### src/rtl/olist_pkg.sv
// Shared types and codes for the ordered list engine.
// No dependencies; imported by olist_ctrl, olist_dpath and the top level.
package olist_pkg;

  localparam int DEF_CAPACITY = 16;
  localparam int MODE_W       = 2;
  localparam int STATUS_W     = 2;
  localparam int DATA_W       = 32;

  localparam logic [MODE_W-1:0] MODE_FRONT  = 2'd0;
  localparam logic [MODE_W-1:0] MODE_BACK   = 2'd1;
  localparam logic [MODE_W-1:0] MODE_DELETE = 2'd2;
  localparam logic [MODE_W-1:0] MODE_DUMP   = 2'd3;

  localparam logic [STATUS_W-1:0] ST_OK       = 2'd0;
  localparam logic [STATUS_W-1:0] ST_EMPTY    = 2'd1;
  localparam logic [STATUS_W-1:0] ST_NOTFOUND = 2'd2;
  localparam logic [STATUS_W-1:0] ST_FULL     = 2'd3;

  // controller -> datapath
  typedef struct packed {
    logic                op_load;
    logic                k_clr;
    logic                k_inc;
    logic                k_load_next;
    logic                rd_en;
    logic                wr_ins;
    logic                wr_shift;
    logic                cnt_dec;
    logic                out_load;
    logic                out_mem;
    logic                out_last;
    logic [STATUS_W-1:0] out_status;
  } cmd_t;

  // datapath -> controller
  typedef struct packed {
    logic [MODE_W-1:0] mode;
    logic              full;
    logic              empty;
    logic              k_end;
    logic              match;
    logic              rd_last;
    logic              out_free;
  } sts_t;

endpackage

### src/rtl/ordered_list_engine_unit.sv
// Ordered list engine top level: bounded ring store of signed 32-bit entries.
// Depends on olist_pkg, olist_ctrl and olist_dpath.
//
//   channel  ports                               direction
//   in       in_valid in_ready in_mode in_value  transaction into the engine
//   out      out_valid out_ready out_status      results; dump gives one per entry,
//            out_data out_last                   out_last on the final one
//
// One transaction at a time. Inserts, and delete or dump of an empty list, go straight to the reply.
// Delete searches from the front for the first match, then shifts every later entry
// one place nearer the front; one entry is searched or shifted per cycle.
// Dump: one store read per cycle paces the walk while out_ready does not stall it.
// Reset clears front and count; the store itself is not cleared.
// A stalled out_ready holds the result register and pauses the walk; the next
// transaction is taken while the last result still waits.
module ordered_list_engine_unit import olist_pkg::*; #(
  parameter int CAPACITY = DEF_CAPACITY
) (
  input  logic                     clk,
  input  logic                     rst_n,
  input  logic                     in_valid,
  output logic                     in_ready,
  input  logic [MODE_W-1:0]        in_mode,
  input  logic signed [DATA_W-1:0] in_value,
  output logic                     out_valid,
  input  logic                     out_ready,
  output logic [STATUS_W-1:0]      out_status,
  output logic signed [DATA_W-1:0] out_data,
  output logic                     out_last
);

  cmd_t cmd;
  sts_t sts;

  olist_ctrl u_ctrl (
    .clk      (clk),
    .rst_n    (rst_n),
    .in_valid (in_valid),
    .in_ready (in_ready),
    .sts      (sts),
    .cmd      (cmd)
  );

  olist_dpath #(
    .CAPACITY (CAPACITY)
  ) u_dpath (
    .clk        (clk),
    .rst_n      (rst_n),
    .cmd        (cmd),
    .sts        (sts),
    .in_mode    (in_mode),
    .in_value   (in_value),
    .out_valid  (out_valid),
    .out_ready  (out_ready),
    .out_status (out_status),
    .out_data   (out_data),
    .out_last   (out_last)
  );

endmodule

### src/rtl/olist_ctrl.sv
// Sequencer for the ordered list engine: accept, insert, search, shift, dump, reply.
// Depends on olist_pkg; drives olist_dpath through cmd_t and watches sts_t.
module olist_ctrl import olist_pkg::*; (
  input  logic clk,
  input  logic rst_n,
  input  logic in_valid,
  output logic in_ready,
  input  sts_t sts,
  output cmd_t cmd
);

  localparam logic [2:0] S_IDLE   = 3'd0;
  localparam logic [2:0] S_EXEC   = 3'd1;
  localparam logic [2:0] S_SEARCH = 3'd2;
  localparam logic [2:0] S_SHIFT  = 3'd3;
  localparam logic [2:0] S_DUMP   = 3'd4;
  localparam logic [2:0] S_REPLY  = 3'd5;

  logic [2:0]          state_r, state_nxt;
  logic                pend_r, pend_nxt;
  logic [STATUS_W-1:0] reply_r, reply_nxt;
  logic                consume;

  assign in_ready = (state_r == S_IDLE);
  assign consume  = pend_r && sts.out_free;

  always_comb begin
    cmd       = '0;
    state_nxt = state_r;
    pend_nxt  = pend_r;
    reply_nxt = reply_r;
    case (state_r)
      S_IDLE: begin
        if (in_valid) begin
          cmd.op_load = 1'b1;
          cmd.k_clr   = 1'b1;
          pend_nxt    = 1'b0;
          state_nxt   = S_EXEC;
        end
      end
      S_EXEC: begin
        case (sts.mode)
          MODE_FRONT, MODE_BACK: begin
            if (sts.full) begin
              reply_nxt = ST_FULL;
            end else begin
              cmd.wr_ins = 1'b1;
              reply_nxt  = ST_OK;
            end
            state_nxt = S_REPLY;
          end
          MODE_DELETE: begin
            if (sts.empty) begin
              reply_nxt = ST_EMPTY;
              state_nxt = S_REPLY;
            end else begin
              state_nxt = S_SEARCH;
            end
          end
          default: begin
            if (sts.empty) begin
              reply_nxt = ST_EMPTY;
              state_nxt = S_REPLY;
            end else begin
              state_nxt = S_DUMP;
            end
          end
        endcase
      end
      S_SEARCH: begin
        if (pend_r && sts.match) begin
          cmd.k_load_next = 1'b1;
          pend_nxt        = 1'b0;
          state_nxt       = S_SHIFT;
        end else if (pend_r && sts.rd_last) begin
          pend_nxt  = 1'b0;
          reply_nxt = ST_NOTFOUND;
          state_nxt = S_REPLY;
        end else begin
          cmd.rd_en = !sts.k_end;
          cmd.k_inc = !sts.k_end;
          pend_nxt  = !sts.k_end;
        end
      end
      S_SHIFT: begin
        // write back the entry read last cycle one place nearer the front
        cmd.wr_shift = pend_r;
        if (!sts.k_end) begin
          cmd.rd_en = 1'b1;
          cmd.k_inc = 1'b1;
          pend_nxt  = 1'b1;
        end else begin
          pend_nxt = 1'b0;
          if (!pend_r) begin
            cmd.cnt_dec = 1'b1;
            reply_nxt   = ST_OK;
            state_nxt   = S_REPLY;
          end
        end
      end
      S_DUMP: begin
        if (consume) begin
          cmd.out_load   = 1'b1;
          cmd.out_mem    = 1'b1;
          cmd.out_last   = sts.rd_last;
          cmd.out_status = ST_OK;
        end
        if (!sts.k_end && (!pend_r || sts.out_free)) begin
          cmd.rd_en = 1'b1;
          cmd.k_inc = 1'b1;
          pend_nxt  = 1'b1;
        end else begin
          pend_nxt = pend_r && !sts.out_free;
          if (sts.k_end && (!pend_r || consume)) begin
            state_nxt = S_IDLE;
          end
        end
      end
      S_REPLY: begin
        if (sts.out_free) begin
          cmd.out_load   = 1'b1;
          cmd.out_last   = 1'b1;
          cmd.out_status = reply_r;
          state_nxt      = S_IDLE;
        end
      end
      default: begin
        state_nxt = S_IDLE;
      end
    endcase
  end

  always_ff @(posedge clk) begin
    if (!rst_n) begin
      state_r <= S_IDLE;
      pend_r  <= 1'b0;
      reply_r <= ST_OK;
    end else begin
      state_r <= state_nxt;
      pend_r  <= pend_nxt;
      reply_r <= reply_nxt;
    end
  end

endmodule

### src/rtl/olist_dpath.sv
// Datapath for the ordered list engine: ring store, front/count, walk counter, result register.
// Depends on olist_pkg; commanded by olist_ctrl.
module olist_dpath import olist_pkg::*; #(
  parameter int CAPACITY = DEF_CAPACITY
) (
  input  logic                     clk,
  input  logic                     rst_n,
  input  cmd_t                     cmd,
  output sts_t                     sts,
  input  logic [MODE_W-1:0]        in_mode,
  input  logic signed [DATA_W-1:0] in_value,
  output logic                     out_valid,
  input  logic                     out_ready,
  output logic [STATUS_W-1:0]      out_status,
  output logic signed [DATA_W-1:0] out_data,
  output logic                     out_last
);

  localparam int IDX_W = $clog2(CAPACITY);
  localparam int CNT_W = $clog2(CAPACITY + 1);
  localparam int SUM_W = CNT_W + 1;

  logic signed [DATA_W-1:0] mem [CAPACITY];

  logic [MODE_W-1:0]        mode_r;
  logic signed [DATA_W-1:0] value_r;
  logic [IDX_W-1:0]         front_r;
  logic [CNT_W-1:0]         count_r;
  logic [CNT_W-1:0]         k_r;
  logic [CNT_W-1:0]         rd_k_r;
  logic signed [DATA_W-1:0] rd_data_r;

  logic                     out_valid_r;
  logic [STATUS_W-1:0]      out_status_r;
  logic signed [DATA_W-1:0] out_data_r;
  logic                     out_last_r;

  logic [IDX_W-1:0]         front_dec;
  logic [IDX_W-1:0]         rd_addr;
  logic [IDX_W-1:0]         wr_addr;
  logic signed [DATA_W-1:0] wr_data;
  logic                     wr_en;

  function automatic logic [IDX_W-1:0] ring_slot(input logic [IDX_W-1:0] base,
                                                 input logic [CNT_W-1:0] off);
    logic [SUM_W-1:0] sum;
    sum = SUM_W'(base) + SUM_W'(off);
    if (sum >= SUM_W'(CAPACITY)) begin
      sum = sum - SUM_W'(CAPACITY);
    end
    return sum[IDX_W-1:0];
  endfunction

  assign front_dec = (front_r == '0) ? IDX_W'(CAPACITY - 1) : front_r - 1'b1;
  assign rd_addr   = ring_slot(front_r, k_r);
  assign wr_en     = cmd.wr_ins || cmd.wr_shift;
  assign wr_data   = cmd.wr_shift ? rd_data_r : value_r;

  always_comb begin
    if (cmd.wr_shift) begin
      wr_addr = ring_slot(front_r, rd_k_r - 1'b1);
    end else if (mode_r == MODE_FRONT) begin
      wr_addr = front_dec;
    end else begin
      wr_addr = ring_slot(front_r, count_r);
    end
  end

  always_ff @(posedge clk) begin
    if (wr_en) begin
      mem[wr_addr] <= wr_data;
    end
  end

  always_ff @(posedge clk) begin
    if (cmd.rd_en) begin
      rd_data_r <= mem[rd_addr];
      rd_k_r    <= k_r;
    end
  end

  always_ff @(posedge clk) begin
    if (cmd.op_load) begin
      mode_r  <= in_mode;
      value_r <= in_value;
    end
  end

  always_ff @(posedge clk) begin
    if (!rst_n) begin
      k_r <= '0;
    end else if (cmd.k_clr) begin
      k_r <= '0;
    end else if (cmd.k_load_next) begin
      k_r <= rd_k_r + 1'b1;
    end else if (cmd.k_inc) begin
      k_r <= k_r + 1'b1;
    end
  end

  always_ff @(posedge clk) begin
    if (!rst_n) begin
      front_r <= '0;
      count_r <= '0;
    end else if (cmd.wr_ins) begin
      if (mode_r == MODE_FRONT) begin
        front_r <= front_dec;
      end
      count_r <= count_r + 1'b1;
    end else if (cmd.cnt_dec) begin
      count_r <= count_r - 1'b1;
    end
  end

  // result register: a finished result waits here while the next transaction starts
  always_ff @(posedge clk) begin
    if (!rst_n) begin
      out_valid_r <= 1'b0;
    end else if (cmd.out_load) begin
      out_valid_r <= 1'b1;
    end else if (out_ready) begin
      out_valid_r <= 1'b0;
    end
  end

  always_ff @(posedge clk) begin
    if (cmd.out_load) begin
      out_status_r <= cmd.out_status;
      out_data_r   <= cmd.out_mem ? rd_data_r : '0;
      out_last_r   <= cmd.out_last;
    end
  end

  assign out_valid  = out_valid_r;
  assign out_status = out_status_r;
  assign out_data   = out_data_r;
  assign out_last   = out_last_r;

  assign sts.mode     = mode_r;
  assign sts.full     = (count_r == CNT_W'(CAPACITY));
  assign sts.empty    = (count_r == '0);
  assign sts.k_end    = (k_r == count_r);
  assign sts.match    = (rd_data_r == value_r);
  assign sts.rd_last  = (rd_k_r == count_r - 1'b1);
  assign sts.out_free = !out_valid_r || out_ready;

endmodule

### config.mk
export PLATFORM = sky130hd
export DESIGN_NAME = ordered_list_engine_unit
export DESIGN_NICKNAME = d
export VERILOG_FILES = /design/src/rtl/olist_pkg.sv /design/src/rtl/ordered_list_engine_unit.sv /design/src/rtl/olist_ctrl.sv /design/src/rtl/olist_dpath.sv
export SDC_FILE = /design/constraint.sdc
export NUM_CORES = 1
export LEC_CHECK = 0
export BUFFER_PORTS_ARGS = -buffer_cell sky130_fd_sc_hd__buf_4
export CORE_ASPECT_RATIO = 1.5
export CORE_UTILIZATION = 45
export DETAILED_ROUTE_END_ITERATION = 7
export GPL_ROUTABILITY_DRIVEN = 0
export GPL_TIMING_DRIVEN = 0
export PLACE_DENSITY = 0.59
export REMOVE_ABC_BUFFERS = 1
export SETUP_SLACK_MARGIN = 0.02
export SYNTH_ARGS = -nofsm -noshare
export SYNTH_HDL_FRONTEND = slang
export SYNTH_SLANG_ARGS = --single-unit
### constraint.sdc
create_clock -name clk -period 4.9 [get_ports clk]
set_input_delay 0 -clock clk [delete_from_list [all_inputs] [get_ports clk]]
set_output_delay 0 -clock clk [all_outputs]
set_load 0.01 [all_outputs]
==> reports/metrics.cfg, run 1 <==
[synth]
ys_types=63
synth-simple-area-share=0.0648
synth_top_family_by_area=multiplexers
synth_area_leaders=edfxtp_1 72%, mux4_2 11%, nand2_1 2.5%
synthAdderAreaFrac=0.00967
ys_seq_area_frac=0.740
synth_top_area_cell=edfxtp_1
synth_edf_count=618
synthArstFlopShare=0
yosys_most_used_dff=edfxtp_1
yosys-mux-area-fraction=0.116
syn-cell-area_um2=25600
synthCells=1419
synth.top_cell.area_share=0.724
avgSynthCellArea_um2=18.1
synth.ff_latch_count=639
synth_compound_area_frac=0.0352
yosysWarningCount=0
synthXorXnorAreaFrac=0.0205

[final_layout]
fillers=4445
multi_input_area_um2=6500
ff_latch_area_um2=19000
num-nets-final=1630
fin_cells=2377
drive_gt1_frac=0.225
areaGrowthSynthToFinish_pct=19.1
diodes=0

[critical_path]
cp.arrival_ps=4480
cp_data_required_time_ps=5220
regToRegEndpoint=u_dpath.mem[5][14]
critPathBufInv=4
rr_worst_depth=11
r2r_slack_ps=740
critPathMaxStageDelay_ps=760
slowest_stage=nor3_1
worst_path_dominant_cell_family=simple AND/OR/NAND/NOR gates
start_kind=flop
critPathKind=flop to flop
setup.worst_path.end_class=flop
critPathMaxFanout=12
r2r_start=u_dpath.count_r[0]
cp_cell_sequence=inv_1 -> ha_1 -> nor3b_1 -> a21o_1 -> nor3_1 -> nor2_1 -> inv_1 -> nand3b_1 -> nor2_4 -> buf_16 -> buf_16

[die]
fp.dieH_um=294
num_rows=106
core-area_um2=56000
io_pins=75
initial_core_util=0.458
die_area_um2=57900
dieWidth_um=197

[worst_hold_path]
min_to=u_dpath.value_r[0]
holdPathStages=2
hp-class=input port to flop
min_from=in_value[0]

[sta]
hold_viol=0
post-route-period-util=0.849
fmax_ghz=0.240
clock_skew_ps=32.5
relSlewSlack=0.243
grt_setup_unrepaired=no
fin_crit_ps=4160
setup_viol=0
worst_slew_pin_slew_ps=1130
drv_slew=0

[power_and_ir_drop]
worst_ir_drop_vdd_uv=262
intPower_mw=9.27
clock_power_share=0.376
pwr-share-comb=0.100
p_leak_nw=9.93
seqPwrFrac=0.525
power_mw=12.0
power.switching_mw=2.76
p_per_area_nw_per_um2=394
swShare=0.229

[detailed_routing]
wl_um=63000
top_layer_used=met4
ant_nets=0
first_iter_violations=1197
met1_length_um=26000
wl_per_cell_um=26.5
num_vias=13560
wl_met3_um=3260
vias_per_cell=5.70
dr_wl_met2_um=32300
dr.pass1.iters=6
drc=0

[global_routing]
grt_usage=0.223
grt_max_degree=48
grt_antenna_before_repair=0
gr-total-overflow=0
grt_pass1_vias=13668
grt_pass1_wl_um=92000

[place]
hpwl_um=38500
io_buffers=74
dp.cells=2232

[clock_network]
cts_tree=built
cts_resized=0
clk_latency_ps=630
clockBufferDepth=3
cts_setup_buffers=0
cts.root.buffer_cell=clkbuf_16
cts_sinks=639
cts_made_buffers=58
clk_pin_slew_ps=60
htree_levels=2

[status]
status=completed

[run]
max_cap_viol_count=0

==> worst reg2reg max path, delay by kind of cell (launching register included) <==
kind	cells	cell delay, ps
AND/OR/NAND/NOR	5	2170
adder cells (fa/ha/maj)	1	290
flip-flops	1	540
AO/OA/AOI/OAI	1	230
buffers and inverters	4	640
==> registers in the layout, indices dropped and copies added (netlist names) <==
signal	count
u_dpath.out_last	1
u_dpath.out_status	2
u_dpath.front_r	4
u_dpath.mem	512
u_ctrl.reply_r	2
u_dpath.rd_k_r	5
u_dpath.rd_data_r	32
u_dpath.value_r	32
u_dpath.out_data	32
u_dpath.k_r	5
u_dpath.mode_r	2
u_ctrl.state_r	3
u_dpath.count_r	5
u_ctrl.pend_r	1
u_dpath.out_valid	1
==> synthesized netlist by cell type, types with 4 or more instances <==
master    instances
mux4_2          128
mux2i_1           7
a31oi_1          34
edfxtp_1        618
nand2_1         168
o21a_1            4
o21ai_0          14
inv_1            20
nand3_1          10
a21o_1            6
nand2b_1         11
clkbuf_1         45
a211oi_1         38
a21oi_1           9
nand4_1           7
ha_1             15
nor2_1           38
dfxtp_1          21
xnor2_1          41
and2_1           68
buf_1             8
xor2_1           19
buf_2            14
nor2b_1           6
nor3_1           14
nand3b_1          5
==> cells in the final DEF, fill, tap and decap left out, types with 5 or more instances in the layout <==
| cell | Yosys | routed |
|---|---|---|
| edfxtp_1 | 618 | 618 |
| nand2_1 | 168 | 167 |
| mux4_2 | 128 | 128 |
| buf_4 | 1 | 74 |
| and2_1 | 68 | 67 |
| clkbuf_16 | 0 | 59 |
| xnor2_1 | 41 | 39 |
| a211oi_1 | 38 | 38 |
| dlygate4sd3_1 | 0 | 38 |
| a31oi_1 | 34 | 34 |
| buf_16 | 0 | 31 |
| nor2_1 | 38 | 21 |
| dfxtp_1 | 21 | 21 |
| inv_1 | 20 | 20 |
| xor2_1 | 19 | 18 |
| nor2_4 | 0 | 17 |
| clkinv_1 | 0 | 15 |
| nor3_1 | 14 | 14 |
| ha_1 | 15 | 14 |
| clkbuf_1 | 45 | 14 |
| buf_12 | 0 | 13 |
| nand2b_1 | 11 | 10 |
| nand3_1 | 10 | 10 |
| o21ai_0 | 14 | 10 |
| a21oi_1 | 9 | 9 |
| nand4_1 | 7 | 7 |
| mux2i_1 | 7 | 7 |
| nor2b_1 | 6 | 6 |
| o21ai_1 | 2 | 6 |
| a21o_1 | 6 | 6 |
| bufinv_16 | 0 | 6 |
| clkinv_2 | 0 | 6 |
| nand3b_1 | 5 | 5 |
| buf_8 | 0 | 5 |
==> metal layers <==
layer	GRT usage	vias to the layer above
met3	0.0273	91
met4	0.0628	0
met5	0	-
met1	0.298	7150
met2	0.384	440
li1	-	5879
==> cell type report <==
cell class | instances | area share
sequential | 639 | 0.622
multi-input combinational | 692 | 0.213
timing repair buffer | 163 | 0.0704
clock buffer | 73 | 0.0501
tap | 756 | 0.0310
clock inverter | 34 | 0.0111
inverter | 20 | 0.00246
==> worst max path at each step <==
stage	startpoint	end	slack [ps]	cells after the start
2_1_floorplan	u_dpath.k_r[0]	u_dpath.rd_data_r[0]	-1780	5
3_3_place_gp	u_dpath.count_r[0]	u_dpath.rd_data_r[12]	-4620	9
3_5_place_dp	u_dpath.count_r[0]	u_dpath.mem[5][21]	810	11
4_1_cts	u_dpath.count_r[0]	u_dpath.mem[5][14]	760	11
5_1_grt	u_dpath.count_r[0]	u_dpath.mem[5][14]	590	11
6_report	u_dpath.count_r[0]	u_dpath.mem[5][14]	740	11
==> through the flow <==
step	area (um^2)	setup slack (ps)	hold slack, ps	util	TNS (ps)
3_5_place_dp	28300	809	179	0.505	0
2_1_floorplan	25400	-1780	98.9	-	-56900
6_report	30500	739	85.3	0.545	0
5_1_grt	30500	591	68.3	0.545	0
3_3_place_gp	26900	-4620	178	0.480	-2557070
4_1_cts	30500	763	57.0	0.545	0
==> logic make-up after synthesis <==
logic type      after synthesis
fa+ha+maj                    18
buf+inv                      88
flops                       639
simple gates                347
mux                         136
compound gates              131
xor+xnor                     60
==> power by group through the flow <==
| stage | Combinational (mW) | Sequential, mW | Clock [mW] |
|---|---|---|---|
| floorplan | 0.769 | 6.41 | 0 |
| global placement | 1.17 | 6.45 | 0 |
| detailed placement | 1.19 | 6.43 | 0 |
| CTS | 1.21 | 6.31 | 4.61 |
| global route | 1.29 | 6.32 | 4.79 |
| finish | 1.20 | 6.31 | 4.52 |
==> timing repair <==
| item | CTS | global route |
|---|---|---|
| setup endpoints to repair | 0 | 0 |
| hold buffers | 38 | 0 |
| hold endpoints to repair | 55 | 0 |
Power figures use the tool's default switching activity.
==> inputs of run 2 (changes only) <==
==> constraint.sdc (replaced) <==
create_clock -name clk -period 3.45 [get_ports clk]
set_input_delay 0 -clock clk [delete_from_list [all_inputs] [get_ports clk]]
set_output_delay 0 -clock clk [all_outputs]
set_load 0.01 [all_outputs]
==> run 2 against run 1 <==
Effect of this change: die area is the same; total power increased by 43%; first-iteration DRC count decreased by 0.84%; setup slack worse by 650 ps; core utilization rose by 0.75 points; clock-buffer cell count stayed put.
==> reports/metrics.cfg, run 2 (synthesis results as in run 1) <==
[detailed_routing]
num_vias=13867  ; +2.3%
wl_um=64700  ; +2.7%
drc=0  ; unchanged
vias_per_cell=5.76  ; +1.0%
wl_per_cell_um=26.9  ; +1.5%
first_iter_violations=1187  ; -0.84%
dr.pass1.iters=5  ; -1
ant_nets=0  ; unchanged

[clock_network]
htree_levels=2  ; unchanged
cts.root.buffer_cell=clkbuf_16
cts_sinks=639  ; unchanged
cts_made_buffers=58  ; unchanged
clk_latency_ps=630  ; about the same
cts_tree=built
clockBufferDepth=3  ; unchanged
clk_pin_slew_ps=60  ; about the same

[sta]
finalSetupTns_ps=0  ; unchanged
whs_ps=83.3  ; -1.96 ps
clock_skew_ps=31.0  ; -1.51 ps
fin_crit_ps=3370  ; -796 ps
fmax_ghz=0.297  ; +24%
relSlewSlack=0.258  ; +0.0148
setup_viol=0  ; unchanged
worst_slew_pin_slew_ps=1110  ; -22.1 ps
hold_viol=0  ; unchanged
drv_slew=0  ; unchanged
post-route-period-util=0.975  ; +0.126

[final_layout]
fillers=4386  ; -1.3%
postLayoutCellArea_um2=30900  ; +1.4%
largest_reg_flops=512  ; unchanged
areaGrowthSynthToFinish_pct=20.7
num-nets-final=1659  ; +1.8%
top_register=u_dpath.mem
final_cell_mix=618 x edfxtp_1, 165 x nand2_1, 128 x mux4_2, 93 x buf_4, 67 x and2_1
layout_commonest_cell=edfxtp_1
diodes=0  ; unchanged
fin_util=0.553  ; +0.00749
drive_gt1_frac=0.243  ; +0.0185

[global_routing]
grt_pass1_vias=13942  ; +2.0%
gr-total-overflow=0  ; unchanged
grt_max_degree=46  ; -4.2%
grt_usage=0.228  ; +0.00562
grt_pass1_wl_um=93900  ; +2.1%
grt_antenna_before_repair=0  ; unchanged

[critical_path]
slowest_stage=edfxtp_1
r2r_start=u_dpath.rd_data_r[3]
critPathMaxFanout=4  ; -8
start_kind=flop
worst_path_dominant_cell_family=simple AND/OR/NAND/NOR gates
critPathMaxStageDelay_ps=510  ; -250 ps
cp.arrival_ps=3850  ; -630 ps
cp_data_required_time_ps=3930  ; -1290 ps
cp-startpoint=u_dpath.rd_data_r[3]
cp_cell_sequence=xnor2_4 -> nand4_1 -> a2111oi_4 -> nand4_1 -> buf_4 -> or2_2 -> o21ai_0 -> ha_2 -> nand3_1 -> o21a_1 -> nor3_1 -> a211oi_1
critPathBufInv=1  ; -3
setup.worst_path.end_class=flop
cp_common_cell=nand4_1
critPathKind=flop to flop

[die]
core-area_um2=56000  ; unchanged
die_area_um2=57900  ; unchanged
initial_core_util=0.458  ; unchanged
fp.dieH_um=294  ; unchanged
num_rows=106  ; unchanged
dieWidth_um=197  ; unchanged
io_pins=75  ; unchanged

[place]
postPlaceCellArea_um2=28300  ; unchanged
hpwl_um=38500  ; unchanged
io_buffers=74  ; unchanged

[power_and_ir_drop]
p_per_area_nw_per_um2=555  ; +41%
p_leak_nw=10.2  ; +2.2%
worst_ir_drop_vdd_uv=372  ; +42%

[worst_hold_path]
min_from=in_value[0]
hp-class=input port to flop

[status]
status=completed

[run]
max_cap_viol_count=0  ; unchanged

==> run 2: repair_timing <==
item	4_1_cts	5_1_grt
hold buffers	38	0
resized for setup	7	6
gates cloned	1	0
setup buffers	27	1
pin swaps	19	3
endpoints found under the hold margin	55	0
setup endpoints to repair	538	111
==> run 2: final cells by class <==
| type | count | area [um^2] | area share |
|---|---|---|---|
| clock buffer | 73 | 1530 | 0.0494 |
| clock inverter | 34 | 339 | 0.0110 |
| inverter | 20 | 75.1 | 0.00243 |
| multi-input combinational | 692 | 6570 | 0.212 |
| sequential | 639 | 19000 | 0.614 |
| tap | 756 | 946 | 0.0306 |
| timing repair buffer | 192 | 2500 | 0.0807 |
==> run 2: final timing paths <==
path	to	slack, ps	cells after the start
worst max-delay path	u_dpath.k_r[4]	80	12
worst max register to register	u_dpath.k_r[4]	80	12
worst min-delay path	u_dpath.value_r[0]	80	2
worst min register to register	u_ctrl.reply_r[0]	460	2
==> run 2: power by group <==
part | leakage (nW) | switching (mW) | total [mW] | internal (mW)
Clock | 0.899 | 2.84 | 6.43 | 3.59
Combinational | 3.54 | 1.00 | 1.76 | 0.757
Sequential | 5.71 | 0.122 | 8.97 | 8.85
Total | 10.2 | 3.97 | 17.2 | 13.2
==> run 2: metal layers <==
layer	vias to the layer above	GRT usage	part of all wire
met5	-	0	0
met4	0	0.0785	0.033
met3	118	0.0295	0.050
met2	480	0.386	0.50
met1	7325	0.305	0.41
li1	5944	-	-
==> run 2: through the flow <==
| step | worst slack, ps | std cells | power [mW] |
|---|---|---|---|
| 6_report | 84.6 | 2406 | 17.2 |
| 2_1_floorplan | -3230 | 1351 | 10.2 |
| 4_1_cts | 89.2 | 2405 | 17.3 |
| 5_1_grt | -9.87 | 2406 | 17.7 |
| 3_5_place_dp | -641 | 2232 | 10.8 |
| 3_3_place_gp | -6070 | 2181 | 10.8 |
==> run 2: worst reg2reg max path: cells and delay by family (launching register included) <==
kind | cells | cell delay [ps]
buffers and inverters | 1 | 180
and+or+nand+nor | 5 | 1170
DFF | 1 | 510
AOI/OAI and AO/OA | 4 | 810
xor gates and xnor gates | 1 | 330
adders and majority gates | 1 | 250
